### src/dsfc_pkg.sv
// ----------------------------------------------------------------------------
// dsfc_pkg
// shared types, codes and helpers of the smoothstep fade dimmer
// ----------------------------------------------------------------------------
`default_nettype none

package dsfc_pkg;

  localparam int unsigned StepW  = 13;
  localparam int unsigned LevelW = 8;
  localparam int unsigned DutyW  = 7;
  localparam int unsigned FracW  = 16;
  localparam int unsigned DivW   = StepW + FracW;   // step * frac_one
  localparam int unsigned ProdW  = 34;              // widest product
  localparam int unsigned EstW   = ProdW - FracW + 1;

  localparam logic [FracW-1:0]  FracOne    = 16'hFFFF;
  localparam logic [17:0]       FracThree  = 18'd196605;
  localparam logic [LevelW-1:0] LevelMax   = 8'd254;

  // command codes
  localparam logic [2:0] OP_SET_ON    = 3'd0;
  localparam logic [2:0] OP_SET_LEVEL = 3'd1;
  localparam logic [2:0] OP_CLUSTER   = 3'd2;
  localparam logic [2:0] OP_TICK      = 3'd3;
  localparam logic [2:0] OP_SYNC      = 3'd4;
  localparam logic [2:0] OP_FAULT_OFF = 3'd5;
  localparam logic [2:0] OP_RECOVER   = 3'd6;

  // register indexes
  localparam logic [1:0] REG_STEPS_ON    = 2'd0;
  localparam logic [1:0] REG_STEPS_OFF   = 2'd1;
  localparam logic [1:0] REG_STEPS_LEVEL = 2'd2;

  // multiply passes of the curve evaluation
  localparam logic [1:0] PASS_SQUARE = 2'd0;
  localparam logic [1:0] PASS_CUBE   = 2'd1;
  localparam logic [1:0] PASS_SCALE  = 2'd2;

  typedef enum logic [2:0] {
    ST_IDLE,
    ST_DECIDE,
    ST_DIV,
    ST_MUL,
    ST_EST,
    ST_FIX,
    ST_APPLY
  } ctrl_state_e;

  typedef struct packed {
    logic       load;
    logic       div_start;
    logic       mul;
    logic       est;
    logic       fix;
    logic [1:0] pass;
    logic       apply;
  } dp_cmd_t;

  typedef struct packed {
    logic need_interp;
    logic div_done;
  } dp_stat_t;

  // level * 100 / 254 through a reciprocal, exact for 8-bit levels
  function automatic logic [DutyW-1:0] level_pct(input logic [LevelW-1:0] lv);
    logic [28:0] prod;
    prod = {21'd0, lv} * 29'd1651301;
    return prod[28:22];
  endfunction

endpackage

`default_nettype wire

### src/dimmer_smoothstep_fade_controller_core.sv
// ----------------------------------------------------------------------------
// dimmer_smoothstep_fade_controller_core
// lamp dimmer with smoothstep fades, fault kill and pre-fault save/restore
// ----------------------------------------------------------------------------
//
//  channel   direction  handshake               payload
//  -------   ---------  ----------------------  ---------------------------------
//  in        sink       in_valid_i / in_stall_o  op, on_request, level_value,
//                                               fault_active, blocks_turn_on
//  out       source     out_valid_o/out_stall_i  duty, enables, lamp and saved state
//  cfg       sink       cfg_we_i (no wait)       cfg_idx_i, cfg_data_i
//
//  one word at a time; most commands pass intake, decide and handoff in turn
//  a tick inside a fade also waits on the bit-serial divider
//  (29 quotient bits of step * one / total) and three multiply / estimate / fix passes
//  the output register lets the block take the next word while a result waits
//  a stalled result holds the sequencer in its last step until taken
//  reset puts the lamp off at level 254 with the step counts 45, 35, 30
//
`default_nettype none

module dimmer_smoothstep_fade_controller_core (
  input  wire logic                        clk_i,
  input  wire logic                        rst_ni,
  // configuration
  input  wire logic                        cfg_we_i,
  input  wire logic [1:0]                  cfg_idx_i,
  input  wire logic [dsfc_pkg::StepW-1:0]  cfg_data_i,
  // command word
  input  wire logic                        in_valid_i,
  output logic                             in_stall_o,
  input  wire logic [2:0]                  op_i,
  input  wire logic                        on_request_i,
  input  wire logic [dsfc_pkg::LevelW-1:0] level_value_i,
  input  wire logic                        fault_active_i,
  input  wire logic                        blocks_turn_on_i,
  // result word
  output logic                             out_valid_o,
  input  wire logic                        out_stall_i,
  output logic [dsfc_pkg::DutyW-1:0]       duty_percent_o,
  output logic                             output_enabled_o,
  output logic                             fading_o,
  output logic                             lamp_on_o,
  output logic [dsfc_pkg::LevelW-1:0]      lamp_level_o,
  output logic                             command_accepted_o,
  output logic                             saved_valid_o,
  output logic                             saved_on_o,
  output logic [dsfc_pkg::LevelW-1:0]      saved_level_o
);

  // sequencer to datapath
  dsfc_pkg::dp_cmd_t  cmd;
  dsfc_pkg::dp_stat_t stat;

  // controller: intake, curve steps, handoff to the output register
  dsfc_ctrl u_ctrl (
    .clk_i       (clk_i),
    .rst_ni      (rst_ni),
    .in_valid_i  (in_valid_i),
    .in_stall_o  (in_stall_o),
    .out_valid_o (out_valid_o),
    .out_stall_i (out_stall_i),
    .stat_i      (stat),
    .cmd_o       (cmd)
  );

  // datapath: lamp state, fade arithmetic, step registers, result word
  dsfc_dp u_dp (
    .clk_i              (clk_i),
    .rst_ni             (rst_ni),
    .cfg_we_i           (cfg_we_i),
    .cfg_idx_i          (cfg_idx_i),
    .cfg_data_i         (cfg_data_i),
    .op_i               (op_i),
    .on_request_i       (on_request_i),
    .level_value_i      (level_value_i),
    .fault_active_i     (fault_active_i),
    .blocks_turn_on_i   (blocks_turn_on_i),
    .cmd_i              (cmd),
    .stat_o             (stat),
    .duty_percent_o     (duty_percent_o),
    .output_enabled_o   (output_enabled_o),
    .fading_o           (fading_o),
    .lamp_on_o          (lamp_on_o),
    .lamp_level_o       (lamp_level_o),
    .command_accepted_o (command_accepted_o),
    .saved_valid_o      (saved_valid_o),
    .saved_on_o         (saved_on_o),
    .saved_level_o      (saved_level_o)
  );

endmodule

`default_nettype wire

### src/dsfc_div.sv
// ----------------------------------------------------------------------------
// dsfc_div
// restoring divider, one quotient bit per cycle
// ----------------------------------------------------------------------------
`default_nettype none

module dsfc_div (
  input  wire logic                         clk_i,
  input  wire logic                         rst_ni,
  input  wire logic                         start_i,
  input  wire logic [dsfc_pkg::DivW-1:0]    dividend_i,
  input  wire logic [dsfc_pkg::StepW-1:0]   divisor_i,
  output logic                              done_o,
  output logic [dsfc_pkg::FracW-1:0]        quotient_o
);

  logic                           run_q, run_d;
  logic                           done_q, done_d;
  logic [4:0]                     cnt_q, cnt_d;
  logic [dsfc_pkg::StepW-1:0]     rem_q, rem_d;
  logic [dsfc_pkg::DivW-1:0]      dq_q, dq_d;
  logic [dsfc_pkg::StepW:0]       rem_sh;
  logic                           ge;

  always_comb begin
    rem_sh = {rem_q, dq_q[dsfc_pkg::DivW-1]};
    ge     = rem_sh >= {1'b0, divisor_i};
    run_d  = run_q;
    done_d = 1'b0;
    cnt_d  = cnt_q;
    rem_d  = rem_q;
    dq_d   = dq_q;
    if (start_i) begin
      run_d = 1'b1;
      cnt_d = 5'(dsfc_pkg::DivW - 1);
      rem_d = '0;
      dq_d  = dividend_i;
    end else if (run_q) begin
      rem_d = ge ? dsfc_pkg::StepW'(rem_sh - {1'b0, divisor_i})
                 : dsfc_pkg::StepW'(rem_sh);
      dq_d  = {dq_q[dsfc_pkg::DivW-2:0], ge};
      cnt_d = cnt_q - 5'd1;
      if (cnt_q == 5'd0) begin
        run_d  = 1'b0;
        done_d = 1'b1;
      end
    end
  end

  always_ff @(posedge clk_i or negedge rst_ni) begin
    if (!rst_ni) begin
      run_q  <= 1'b0;
      done_q <= 1'b0;
      cnt_q  <= '0;
    end else begin
      run_q  <= run_d;
      done_q <= done_d;
      cnt_q  <= cnt_d;
    end
  end

  always_ff @(posedge clk_i) begin
    rem_q <= rem_d;
    dq_q  <= dq_d;
  end

  assign done_o     = done_q;
  assign quotient_o = dq_q[dsfc_pkg::FracW-1:0];

endmodule

`default_nettype wire

### src/dsfc_ctrl.sv
// ----------------------------------------------------------------------------
// dsfc_ctrl
// sequencer: command intake, curve evaluation steps, result handoff
// ----------------------------------------------------------------------------
`default_nettype none

module dsfc_ctrl (
  input  wire logic              clk_i,
  input  wire logic              rst_ni,
  input  wire logic              in_valid_i,
  output logic                   in_stall_o,
  output logic                   out_valid_o,
  input  wire logic              out_stall_i,
  input  wire dsfc_pkg::dp_stat_t stat_i,
  output dsfc_pkg::dp_cmd_t      cmd_o
);

  dsfc_pkg::ctrl_state_e state_q, state_d;
  logic [1:0]            pass_q, pass_d;
  logic                  out_valid_q, out_valid_d;
  logic                  out_free;

  assign out_free = !out_valid_q || !out_stall_i;

  // next state
  always_comb begin
    state_d = state_q;
    pass_d  = pass_q;
    case (state_q)
      dsfc_pkg::ST_IDLE:   if (in_valid_i) state_d = dsfc_pkg::ST_DECIDE;
      dsfc_pkg::ST_DECIDE: begin
        pass_d  = dsfc_pkg::PASS_SQUARE;
        state_d = stat_i.need_interp ? dsfc_pkg::ST_DIV : dsfc_pkg::ST_APPLY;
      end
      dsfc_pkg::ST_DIV:    if (stat_i.div_done) state_d = dsfc_pkg::ST_MUL;
      dsfc_pkg::ST_MUL:    state_d = dsfc_pkg::ST_EST;
      dsfc_pkg::ST_EST:    state_d = dsfc_pkg::ST_FIX;
      dsfc_pkg::ST_FIX: begin
        if (pass_q == dsfc_pkg::PASS_SCALE) begin
          state_d = dsfc_pkg::ST_APPLY;
        end else begin
          pass_d  = pass_q + 2'd1;
          state_d = dsfc_pkg::ST_MUL;
        end
      end
      dsfc_pkg::ST_APPLY:  if (out_free) state_d = dsfc_pkg::ST_IDLE;
      default:             state_d = dsfc_pkg::ST_IDLE;
    endcase
  end

  // outputs
  always_comb begin
    cmd_o       = '0;
    cmd_o.pass  = pass_q;
    in_stall_o  = 1'b1;
    out_valid_d = out_valid_q && out_stall_i;
    case (state_q)
      dsfc_pkg::ST_IDLE: begin
        in_stall_o = 1'b0;
        cmd_o.load = in_valid_i;
      end
      dsfc_pkg::ST_DECIDE: cmd_o.div_start = stat_i.need_interp;
      dsfc_pkg::ST_MUL:    cmd_o.mul = 1'b1;
      dsfc_pkg::ST_EST:    cmd_o.est = 1'b1;
      dsfc_pkg::ST_FIX:    cmd_o.fix = 1'b1;
      dsfc_pkg::ST_APPLY: begin
        if (out_free) begin
          cmd_o.apply = 1'b1;
          out_valid_d = 1'b1;
        end
      end
      default: ;
    endcase
  end

  always_ff @(posedge clk_i or negedge rst_ni) begin
    if (!rst_ni) begin
      state_q     <= dsfc_pkg::ST_IDLE;
      pass_q      <= dsfc_pkg::PASS_SQUARE;
      out_valid_q <= 1'b0;
    end else begin
      state_q     <= state_d;
      pass_q      <= pass_d;
      out_valid_q <= out_valid_d;
    end
  end

  assign out_valid_o = out_valid_q;

endmodule

`default_nettype wire

### src/dsfc_dp.sv
// ----------------------------------------------------------------------------
// dsfc_dp
// lamp state, fade curve arithmetic, step registers and result word
// ----------------------------------------------------------------------------
`default_nettype none

module dsfc_dp (
  input  wire logic                          clk_i,
  input  wire logic                          rst_ni,
  input  wire logic                          cfg_we_i,
  input  wire logic [1:0]                    cfg_idx_i,
  input  wire logic [dsfc_pkg::StepW-1:0]    cfg_data_i,
  input  wire logic [2:0]                    op_i,
  input  wire logic                          on_request_i,
  input  wire logic [dsfc_pkg::LevelW-1:0]   level_value_i,
  input  wire logic                          fault_active_i,
  input  wire logic                          blocks_turn_on_i,
  input  wire dsfc_pkg::dp_cmd_t             cmd_i,
  output dsfc_pkg::dp_stat_t                 stat_o,
  output logic [dsfc_pkg::DutyW-1:0]         duty_percent_o,
  output logic                               output_enabled_o,
  output logic                               fading_o,
  output logic                               lamp_on_o,
  output logic [dsfc_pkg::LevelW-1:0]        lamp_level_o,
  output logic                               command_accepted_o,
  output logic                               saved_valid_o,
  output logic                               saved_on_o,
  output logic [dsfc_pkg::LevelW-1:0]        saved_level_o
);

  localparam int unsigned SW = dsfc_pkg::StepW;
  localparam int unsigned LW = dsfc_pkg::LevelW;
  localparam int unsigned DW = dsfc_pkg::DutyW;
  localparam int unsigned FW = dsfc_pkg::FracW;
  localparam int unsigned PW = dsfc_pkg::ProdW;
  localparam int unsigned EW = dsfc_pkg::EstW;

  // step registers
  logic [SW-1:0] steps_on_q, steps_off_q, steps_lvl_q;

  always_ff @(posedge clk_i or negedge rst_ni) begin
    if (!rst_ni) begin
      steps_on_q  <= SW'(45);
      steps_off_q <= SW'(35);
      steps_lvl_q <= SW'(30);
    end else if (cfg_we_i) begin
      case (cfg_idx_i)
        dsfc_pkg::REG_STEPS_ON:    steps_on_q  <= cfg_data_i;
        dsfc_pkg::REG_STEPS_OFF:   steps_off_q <= cfg_data_i;
        dsfc_pkg::REG_STEPS_LEVEL: steps_lvl_q <= cfg_data_i;
        default: ;
      endcase
    end
  end

  // zero counts run as one tick
  function automatic logic [SW-1:0] steps_of(input logic [SW-1:0] v);
    return (v == '0) ? SW'(1) : v;
  endfunction

  // latched word
  logic [2:0]    op_q;
  logic          req_q, fault_q, block_q;
  logic [LW-1:0] lv_q;

  always_ff @(posedge clk_i) begin
    if (cmd_i.load) begin
      op_q    <= op_i;
      req_q   <= on_request_i;
      lv_q    <= level_value_i;
      fault_q <= fault_active_i;
      block_q <= blocks_turn_on_i;
    end
  end

  // lamp state
  logic          on_q, on_d, busy_q, busy_d, killed_q, killed_d;
  logic          hold_valid_q, hold_valid_d, hold_on_q, hold_on_d;
  logic [LW-1:0] level_q, level_d, hold_level_q, hold_level_d;
  logic [DW-1:0] shown_q, shown_d, start_q, start_d, target_q, target_d;
  logic [SW-1:0] cnt_q, cnt_d, total_q, total_d;

  logic [SW-1:0] step_next;
  assign step_next = cnt_q + SW'(1);

  assign stat_o.need_interp = (op_q == dsfc_pkg::OP_TICK) && busy_q && !fault_q
                              && (step_next < total_q);

  // curve: t = step * one / total
  logic          div_done;
  logic [FW-1:0] t_val;
  logic [dsfc_pkg::DivW-1:0] dividend;

  assign dividend = {step_next, {FW{1'b0}}} - {{FW{1'b0}}, step_next};

  dsfc_div u_div (
    .clk_i      (clk_i),
    .rst_ni     (rst_ni),
    .start_i    (cmd_i.div_start),
    .dividend_i (dividend),
    .divisor_i  (total_q),
    .done_o     (div_done),
    .quotient_o (t_val)
  );

  assign stat_o.div_done = div_done;

  // shared multiply, then divide by one through estimate and fix
  logic [PW-1:0] prod_q;
  logic [EW-1:0] est_q;
  logic [FW-1:0] quo_q;
  logic [17:0]   cube_fac;
  logic [DW-1:0] mag;
  logic          neg;
  logic [PW:0]   est_sum;
  logic [PW+1:0] rem_est;

  assign neg      = target_q < start_q;
  assign mag      = neg ? (start_q - target_q) : (target_q - start_q);
  assign cube_fac = dsfc_pkg::FracThree - {1'b0, t_val, 1'b0};
  assign est_sum  = {1'b0, prod_q} + {{(FW+1){1'b0}}, prod_q[PW-1:FW]};
  assign rem_est  = {2'b00, prod_q} + {{(PW+2-EW){1'b0}}, est_q}
                    - {1'b0, est_q, {FW{1'b0}}};

  always_ff @(posedge clk_i) begin
    if (cmd_i.mul) begin
      case (cmd_i.pass)
        dsfc_pkg::PASS_SQUARE: prod_q <= PW'({16'd0, t_val} * {16'd0, t_val});
        dsfc_pkg::PASS_CUBE:   prod_q <= PW'({18'd0, quo_q} * {16'd0, cube_fac});
        default:               prod_q <= PW'({9'd0, mag} * {7'd0, quo_q});
      endcase
    end
    if (cmd_i.est) est_q <= est_sum[PW:FW];
    if (cmd_i.fix) begin
      quo_q <= (rem_est >= {{(PW+2-FW){1'b0}}, dsfc_pkg::FracOne})
               ? FW'(est_q + EW'(1)) : FW'(est_q);
    end
  end

  logic [DW-1:0] frame;
  assign frame = neg ? (start_q - DW'(quo_q)) : (start_q + DW'(quo_q));

  // next lamp state for the latched word
  logic          accepted;
  logic          fade_go, fade_restart, fade_on;
  logic          pct_on;
  logic [LW-1:0] pct_lvl, lvl_eff;
  logic [DW-1:0] pct_val, tgt, st;

  always_comb begin
    on_d         = on_q;
    busy_d       = busy_q;
    killed_d     = killed_q;
    hold_valid_d = hold_valid_q;
    hold_on_d    = hold_on_q;
    level_d      = level_q;
    hold_level_d = hold_level_q;
    shown_d      = shown_q;
    start_d      = start_q;
    target_d     = target_q;
    cnt_d        = cnt_q;
    total_d      = total_q;
    accepted     = 1'b1;
    fade_go      = 1'b0;
    fade_restart = 1'b0;
    fade_on      = on_q;
    pct_on       = 1'b0;
    pct_lvl      = lv_q;
    lvl_eff      = (req_q && level_q <= LW'(1)) ? dsfc_pkg::LevelMax : level_q;

    // one shared level-to-duty conversion
    case (op_q)
      dsfc_pkg::OP_SET_ON: begin
        pct_on  = req_q;
        pct_lvl = lvl_eff;
      end
      dsfc_pkg::OP_RECOVER: begin
        pct_on  = hold_valid_q ? hold_on_q : on_q;
        pct_lvl = hold_valid_q ? hold_level_q : level_q;
      end
      dsfc_pkg::OP_SET_LEVEL, dsfc_pkg::OP_CLUSTER: pct_on = on_q;
      default: pct_on = req_q;
    endcase
    pct_val = pct_on ? dsfc_pkg::level_pct(pct_lvl) : '0;

    case (op_q)
      dsfc_pkg::OP_SET_ON: begin
        if (req_q && block_q) begin
          accepted = 1'b0;
        end else begin
          on_d         = req_q;
          level_d      = lvl_eff;
          fade_go      = 1'b1;
          fade_restart = 1'b1;
          fade_on      = req_q;
        end
      end
      dsfc_pkg::OP_SET_LEVEL, dsfc_pkg::OP_CLUSTER: begin
        if (!(op_q == dsfc_pkg::OP_CLUSTER && !on_q)) begin
          level_d = lv_q;
          fade_go = on_q;
        end
      end
      dsfc_pkg::OP_TICK: begin
        if (!busy_q || fault_q) begin
          busy_d = 1'b0;
        end else begin
          cnt_d    = step_next;
          killed_d = 1'b0;
          if (step_next >= total_q) begin
            busy_d  = 1'b0;
            shown_d = target_q;
          end else begin
            shown_d = frame;
          end
        end
      end
      dsfc_pkg::OP_SYNC: begin
        on_d    = req_q;
        level_d = lv_q;
        busy_d  = 1'b0;
        if (fault_q) begin
          killed_d = 1'b1;
        end else begin
          killed_d = 1'b0;
          shown_d  = pct_val;
        end
      end
      dsfc_pkg::OP_FAULT_OFF: begin
        if (!hold_valid_q) begin
          hold_on_d    = on_q;
          hold_level_d = level_q;
          hold_valid_d = 1'b1;
        end
        busy_d   = 1'b0;
        on_d     = 1'b0;
        shown_d  = '0;
        killed_d = 1'b1;
      end
      dsfc_pkg::OP_RECOVER: begin
        if (hold_valid_q) begin
          on_d         = hold_on_q;
          level_d      = hold_level_q;
          hold_valid_d = 1'b0;
        end
        busy_d = 1'b0;
        if (fault_q) begin
          killed_d = 1'b1;
        end else begin
          killed_d = 1'b0;
          shown_d  = pct_val;
        end
      end
      default: ;
    endcase

    // fade start
    tgt = pct_val;
    st  = (!busy_q || fade_restart) ? shown_q : start_q;
    if (fade_go) begin
      if (fault_q) begin
        busy_d   = 1'b0;
        killed_d = 1'b1;
      end else begin
        target_d = tgt;
        start_d  = st;
        killed_d = 1'b0;
        if (st == tgt) begin
          busy_d  = 1'b0;
          shown_d = tgt;
        end else begin
          cnt_d   = '0;
          total_d = !fade_on      ? steps_of(steps_off_q)
                  : fade_restart ? steps_of(steps_on_q)
                                 : steps_of(steps_lvl_q);
          shown_d = st;
          busy_d  = 1'b1;
        end
      end
    end
  end

  always_ff @(posedge clk_i or negedge rst_ni) begin
    if (!rst_ni) begin
      on_q         <= 1'b0;
      busy_q       <= 1'b0;
      killed_q     <= 1'b0;
      hold_valid_q <= 1'b0;
      hold_on_q    <= 1'b0;
      level_q      <= dsfc_pkg::LevelMax;
      hold_level_q <= dsfc_pkg::LevelMax;
      shown_q      <= '0;
      start_q      <= '0;
      target_q     <= '0;
      cnt_q        <= '0;
      total_q      <= '0;
    end else if (cmd_i.apply) begin
      on_q         <= on_d;
      busy_q       <= busy_d;
      killed_q     <= killed_d;
      hold_valid_q <= hold_valid_d;
      hold_on_q    <= hold_on_d;
      level_q      <= level_d;
      hold_level_q <= hold_level_d;
      shown_q      <= shown_d;
      start_q      <= start_d;
      target_q     <= target_d;
      cnt_q        <= cnt_d;
      total_q      <= total_d;
    end
  end

  // result word register
  always_ff @(posedge clk_i) begin
    if (cmd_i.apply) begin
      duty_percent_o     <= shown_d;
      output_enabled_o   <= !killed_d;
      fading_o           <= busy_d;
      lamp_on_o          <= on_d;
      lamp_level_o       <= level_d;
      command_accepted_o <= accepted;
      saved_valid_o      <= hold_valid_d;
      saved_on_o         <= hold_on_d;
      saved_level_o      <= hold_level_d;
    end
  end

endmodule

`default_nettype wire

### config.mk
export PLATFORM = sky130hd
export DESIGN_NAME = dimmer_smoothstep_fade_controller_core
export DESIGN_NICKNAME = d
export VERILOG_FILES = /design/src/dsfc_pkg.sv /design/src/dimmer_smoothstep_fade_controller_core.sv /design/src/dsfc_div.sv /design/src/dsfc_ctrl.sv /design/src/dsfc_dp.sv
export SDC_FILE = /design/constraint.sdc
export NUM_CORES = 2
export LEC_CHECK = 0
export ABC_AREA = 1
export BUFFER_PORTS_ARGS = -buffer_cell sky130_fd_sc_hd__buf_2
export CORE_MARGIN = 4
export CORE_UTILIZATION = 60
export CTS_BUF_LIST = sky130_fd_sc_hd__clkbuf_8
export CTS_CLUSTER_DIAMETER = 50
export DETAILED_ROUTE_END_ITERATION = 12
export PLACE_DENSITY = 0.77
export SYNTH_ARGS = -nofsm -noshare
export SYNTH_HDL_FRONTEND = slang
export SYNTH_HIERARCHICAL = 1
export SYNTH_SLANG_ARGS = --single-unit
### constraint.sdc
create_clock -name clk_i -period 11.7 [get_ports clk_i]
set_input_delay 0 -clock clk_i [delete_from_list [all_inputs] [get_ports clk_i]]
set_output_delay 0 -clock clk_i [all_outputs]
set_load 0.05 [all_outputs]
; Word-level counts from Yosys, hierarchy flattened
; Index checks and enable logic that the tools add are counted.
; Widths: inputs -> output; s select.
[totals]
register_bits = 274
input_bits = 34
output_inout_bits = 31
wordCells = 203
[op_classes]
add_sub_neg = 14
n_mul = 4
magnitude_cmp = 6
n_eq_ne = 21
muxes = 80
n_bitwise = 2
reduce_logical = 36
[op_table]
columns = operator, count
row1 = $mux 13, 11
row2 = $mux 7, 10
row3 = $pmux 34 s2, 1
row4 = $mux 29, 2
row5 = $mux 8, 5
row6 = $logic_not 13->1, 3
row7 = $ge 36x16->1 const B, 1
row8 = $sub 35x35->36, 1
row9 = $add 34x18->35, 1
row10 = $add 34x19->35, 1
row11 = $mul 16x18->34, 1
row12 = $mul 16x16->32, 1
row13 = $pmux 8 s4, 1
row14 = $mux 1, 31
row15 = $mul 8x21->29 const B, 1
row16 = $sub 29x13->29, 1
row17 = $mul 7x16->23, 1
row18 = $pmux 3 s7, 1
row19 = $pmux 7 s3, 1
row20 = $sub 7x7->7, 3
row21 = $eq 3x3->1 const B, 6
row22 = $sub 18x17->18 const A, 1
row23 = $add 16x1->16 const B, 1
row24 = $mux 16, 1
row25 = 38 further kinds, 76

; Depth between registers and ports, before layout
[depth]
ltp_word = 10
mapped_depth = 36
depth_no_buf = 35

; Hierarchy
; The synthesis kept the hierarchy.
[by_module_without_submodules]
columns = mod, instances, cells_per_inst, area_each_um2, seq_area_each_um2
row1 = dsfc_dp, 1, 4960, 37992.7, 6072.1
row2 = dsfc_div, 1, 444, 3240.6, 1306.3
row3 = dsfc_ctrl, 1, 54, 399.1, 150.1

; Worst setup path after synthesis
; OpenSTA, ideal clock, no wires.
[synth_timing]
path_type = register -> register
start = reg u_dp/u_div/dq_q[2] (netlist bit)
end = reg u_dp.prod_q[27], data pin
setup_ns = 0.258
t_arrival_ns = 6.649
required_ns = 11.442
slack_ns = 4.793
path_stages_with_launch = 36
n_path_buf = 3
synth_period_minus_slack_ns = 6.907
path_cell_list = edfxtp_1 -> buf_4 -> clkbuf_1 -> nand2_1 -> nor2_1 -> nand2_1 -> nor3_1 -> or2_2 -> nand2_1 -> inv_1 -> clkbuf_1 -> nand2_1 -> fa_1 -> inv_1 -> fa_1 -> inv_1 -> fa_1 -> inv_1 -> fa_1 -> inv_1 -> fa_1 -> inv_1 -> fa_1 -> ha_1 -> nand2_1 -> nor2_1 -> nand2_1 -> nand2_1 -> inv_1 -> o21ai_1 -> inv_1 -> nor2_1 -> a21boi_1 -> or2_2 -> nand3_1 -> nand2_1
[synth_between]
elab_chain_cells = 3
elab_cells_between_ends = 4
classes_between = add/sub: 1 / mul: 2 / mux: 1
[synth_lines]
columns = element, line
row1 = "start, declared", dsfc_div.sv:21  ; logic [dsfc_pkg::DivW-1:0] dq_q, dq_d;
row2 = "start signal, assigned", dsfc_div.sv:64  ; dq_q <= dq_d;
row3 = $sub 18x17->18, dsfc_dp.sv:120  ; assign cube_fac = dsfc_pkg::FracThree - {1'b0, t_val, 1'b0};
row4 = $mul 16x18->34, dsfc_dp.sv:129  ; dsfc_pkg::PASS_CUBE: prod_q <= PW'({18'd0, quo_q} * {16'd0, cube_fac});
row5 = $pmux 34 s2 *, dsfc_dp.sv:127  ; case (cmd_i.pass)
row6 = "end signal, assigned", dsfc_dp.sv:128  ; dsfc_pkg::PASS_SQUARE: prod_q <= PW'({16'd0, t_val} * {16'd0, t_val});
row7 = "end signal, assigned", dsfc_dp.sv:129
row8 = "end signal, assigned", dsfc_dp.sv:130  ; default: prod_q <= PW'({9'd0, mag} * {7'd0, quo_q});
row9 = "end, declared", dsfc_dp.sv:109  ; logic [PW-1:0] prod_q;
; Every way passes the cells marked *; elsewhere a longest branch is shown, timed or not.
; A chain may end at the register's enable or synchronous reset.

; Final worst setup path
[layout_timing]
start = reg u_dp/u_div/dq_q[1] (netlist bit)
end = reg u_dp.prod_q[30], data pin
; Same word-level chain as after synthesis.

==> impl_metrics.toml <==
[outcome]
outcome = "complete, no violations"

[setup_path]
critical-path-max-stage-delay_ns = 0.73
startpoint = "u_dp/u_div/dq_q[1]"
r2r_slack_ns = 3.65
endpoint = "u_dp/prod_q[30]"
critPathSlowestCell = "edfxtp_1"
critical-path-top-delay-family = "adder cells"
path_class = "reg2reg"
path_common_cell = "inv_1"
crit_arrival_ns = 8.43
r2r_start = "u_dp/u_div/dq_q[1]"
path_max_fanout = 17
reg2reg_depth = 33
path_buf_inv = 9
worstSetupStartpointType = "flop"
path_depth = 33
crit_path_end_kind = "flop"
required_ns = 12.08
worstReg2RegEnd = "u_dp/prod_q[30]"

[global_route]
grt-ovfl-total = 0
grtUsageMet2_pct = 52.0
grt_first_pass_wirelength_um = 190000
first_global_vias = 36502
gr-usage-all-layers_pct = 32.0
grt_max_degree = 87
global_route.usage.met3_pct = 5.88
met1_usage_pct = 42.7
grt_antenna_before_repair = 0
grt-busiest-layer = "met2"

[yosys]
async_reset_ff_share_pct = 43.8
synth-seq-area-share_pct = 18.1
syn_nets = 6410
synth_ff_type = "edfxtp_1"
ys_top_cells_by_area = "fa_1 (23%), ha_1 (13%), nand2_1 (12%)"
synth_commonest_cells = "nand2_1 (1319), inv_1 (1178), fa_1 (481), ha_1 (437), nor2_1 (345)"
syn_avg_cell_area_sq_um = 7.63
yosys.area.top_type = "fa_1"
synth-edff-count = 141
synth.most_common_cell = "nand2_1"
synth_area_sq_um = 41600
synth_cell_type_count = 73
synth.top_cell.area_share_pct = 23.1
ys_warn_count = 6
ys_ff_latch = 274
netlist_instances = 5458

[drt]
viasPerCell = 5.61
wirelength_um = 117000
drtIter0Drc = 3684
post_drt_wl_per_cell_um = 18.2
first_pass_iters = 6
drc = 0
vias = 36111
ant_nets = 0

[sta]
slew_violations = 0
period_needed_ns = 8.05
setup_viol = 0
max_freq_ghz = 0.124
hold_viol = 0
worst_pin_slew_ns = 1.26
rsz0062_at_grt = "false"
fin_crit_sh_pct = 68.8
timing.slew.headroom_pct = 16.1
skew_ns = 0.0542
tns_ns = 0

[floorplanning]
die_h_um = 271
io-pin-count = 65
initial_core_util_pct = 60.6
die_area_sq_um = 73700
coreArea_sq_um = 68700
die_width_um = 271
row_count = 96

[place]
placed_area_sq_um = 42600
gp_congestion = 0.996
port_buffers = 64
hpwl_um = 93800

[cts]
clock_sinks = 274
postCtsSetupRepairBufs = 0
cts_tree = "done"
cts_root_buffer = "clkbuf_8"
clk_latency_ns = 0.66
htreeDepth = 2
cts_max_path_buffers = 3
clkTransAtPathRegs_ns = 0.06
cts_buffers = 49

[hold_path]
whs_path_depth = 2
hold_path.class = "in2reg"
hp-start = "level_value_i[7]"

[cells_and_area]
areaGrowthSynthToFinish_pct = 5.50
seqCellArea_sq_um = 7530
stdcell_area_sq_um = 43900
nNetsFinal = 6416
n_fill_cell = 5990
multi_input_area_sq_um = 28800
drive_above_1_share_pct = 5.91

[job]
max-cap-violations = 0
==> cells by family (layout without fill, tap and decap cells) <==
logic type,Yosys count,count (layout),share of synthesized area [%]
and+or+nand+nor,2094,2094,21.3
xor gates and xnor gates,130,130,2.73
other,0,1,0
DFF,274,274,18.1
AOI/OAI and AO/OA,663,663,8.86
buffers and inverters,1378,1423,12.7
muxes,1,1,0.0270
adders and majority gates,918,918,36.3
==> metrics by stage <==
stage | setup slack (ns) | cells | hold slack, ns | utilization (%)
3_5_place_dp | 3.80 | 6312 | 0.0851 | 62.0
2_1_floorplan | 4.79 | 5458 | -0.296 | -
5_1_grt | 3.06 | 6434 | 0.0442 | 63.9
6_report | 3.65 | 6435 | 0.0742 | 63.9
3_3_place_gp | 4.01 | 6312 | 0.0897 | 62.0
4_1_cts | 3.79 | 6434 | 0.0387 | 63.9
==> metal layers <==
metal | share of wire (%) | vias to the layer above
met5 | 0 | -
met4 | 4.6 | 0
met3 | 8.8 | 355
met2 | 46 | 1639
met1 | 41 | 17145
li1 | - | 16972
==> worst min-delay path by stage <==
stage	to	slack (ns)
floorplan	u_ctrl/out_valid_o	-0.30
global placement	u_dp/u_div/cnt_q[0]	0.09
detailed placement	u_dp/u_div/cnt_q[0]	0.09
CTS	u_dp/lv_q[2]	0.04
global route	u_dp/lv_q[5]	0.04
finish	u_dp/lv_q[7]	0.07
==> cell type report <==
type / instances / share of cell area [%]
timing repair buffer: 127 / 2.02
clock buffer: 50 / 1.57
tap: 931 / 2.65
inverter: 1206 / 10.3
clock inverter: 40 / 0.698
multi-input combinational: 3806 / 65.6
antenna: 1 / 0.00570
sequential: 274 / 17.1
==> sequential cells by signal, indices dropped and copies added, names as in the netlist, 7 cells and up <==
register / cells
u_dp/est_q: 19
u_dp/prod_q: 34
u_dp/saved_level_o: 8
u_dp/lamp_level_o: 8
u_dp/start_q: 7
u_dp/u_div/rem_q: 13
u_dp/total_q: 13
u_dp/u_div/dq_q: 29
u_dp/hold_level_q: 8
u_dp/lv_q: 8
u_dp/target_q: 7
u_dp/level_q: 8
u_dp/quo_q: 16
u_dp/cnt_q: 13
u_dp/duty_percent_o: 7
u_dp/steps_on_q: 13
u_dp/steps_off_q: 13
u_dp/steps_lvl_q: 13
u_dp/shown_q: 7
==> layout by cell type (no fill, tap or decap), drive strengths merged, types with 5 or more instances in the layout <==
cell / instances
dfstp: 25
dfrtp: 95
o21ai: 287
nor3: 43
o21bai: 8
nand4: 74
ha: 437
a31oi: 31
xor2: 87
or2: 25
a21boi: 13
xnor2: 43
o211ai: 21
a21oi: 243
clkinv: 27
o221ai: 7
edfxtp: 141
fa: 481
nor4: 26
a21o: 18
dfxtp: 13
nor2: 369
dlygate4sd3: 31
a211oi: 6
nand2: 1340
inv: 1215
nand3: 209
o21a: 5
clkbuf: 50
buf: 96
==> repair_timing <==
action | CTS | global route
hold buffers | 32 | 0
endpoints found under the hold margin | 120 | 0
resized for setup | 0 | 0
Power is not shown: default switching activity piles up to over one toggle a cycle in this logic, so the estimate is an artifact.
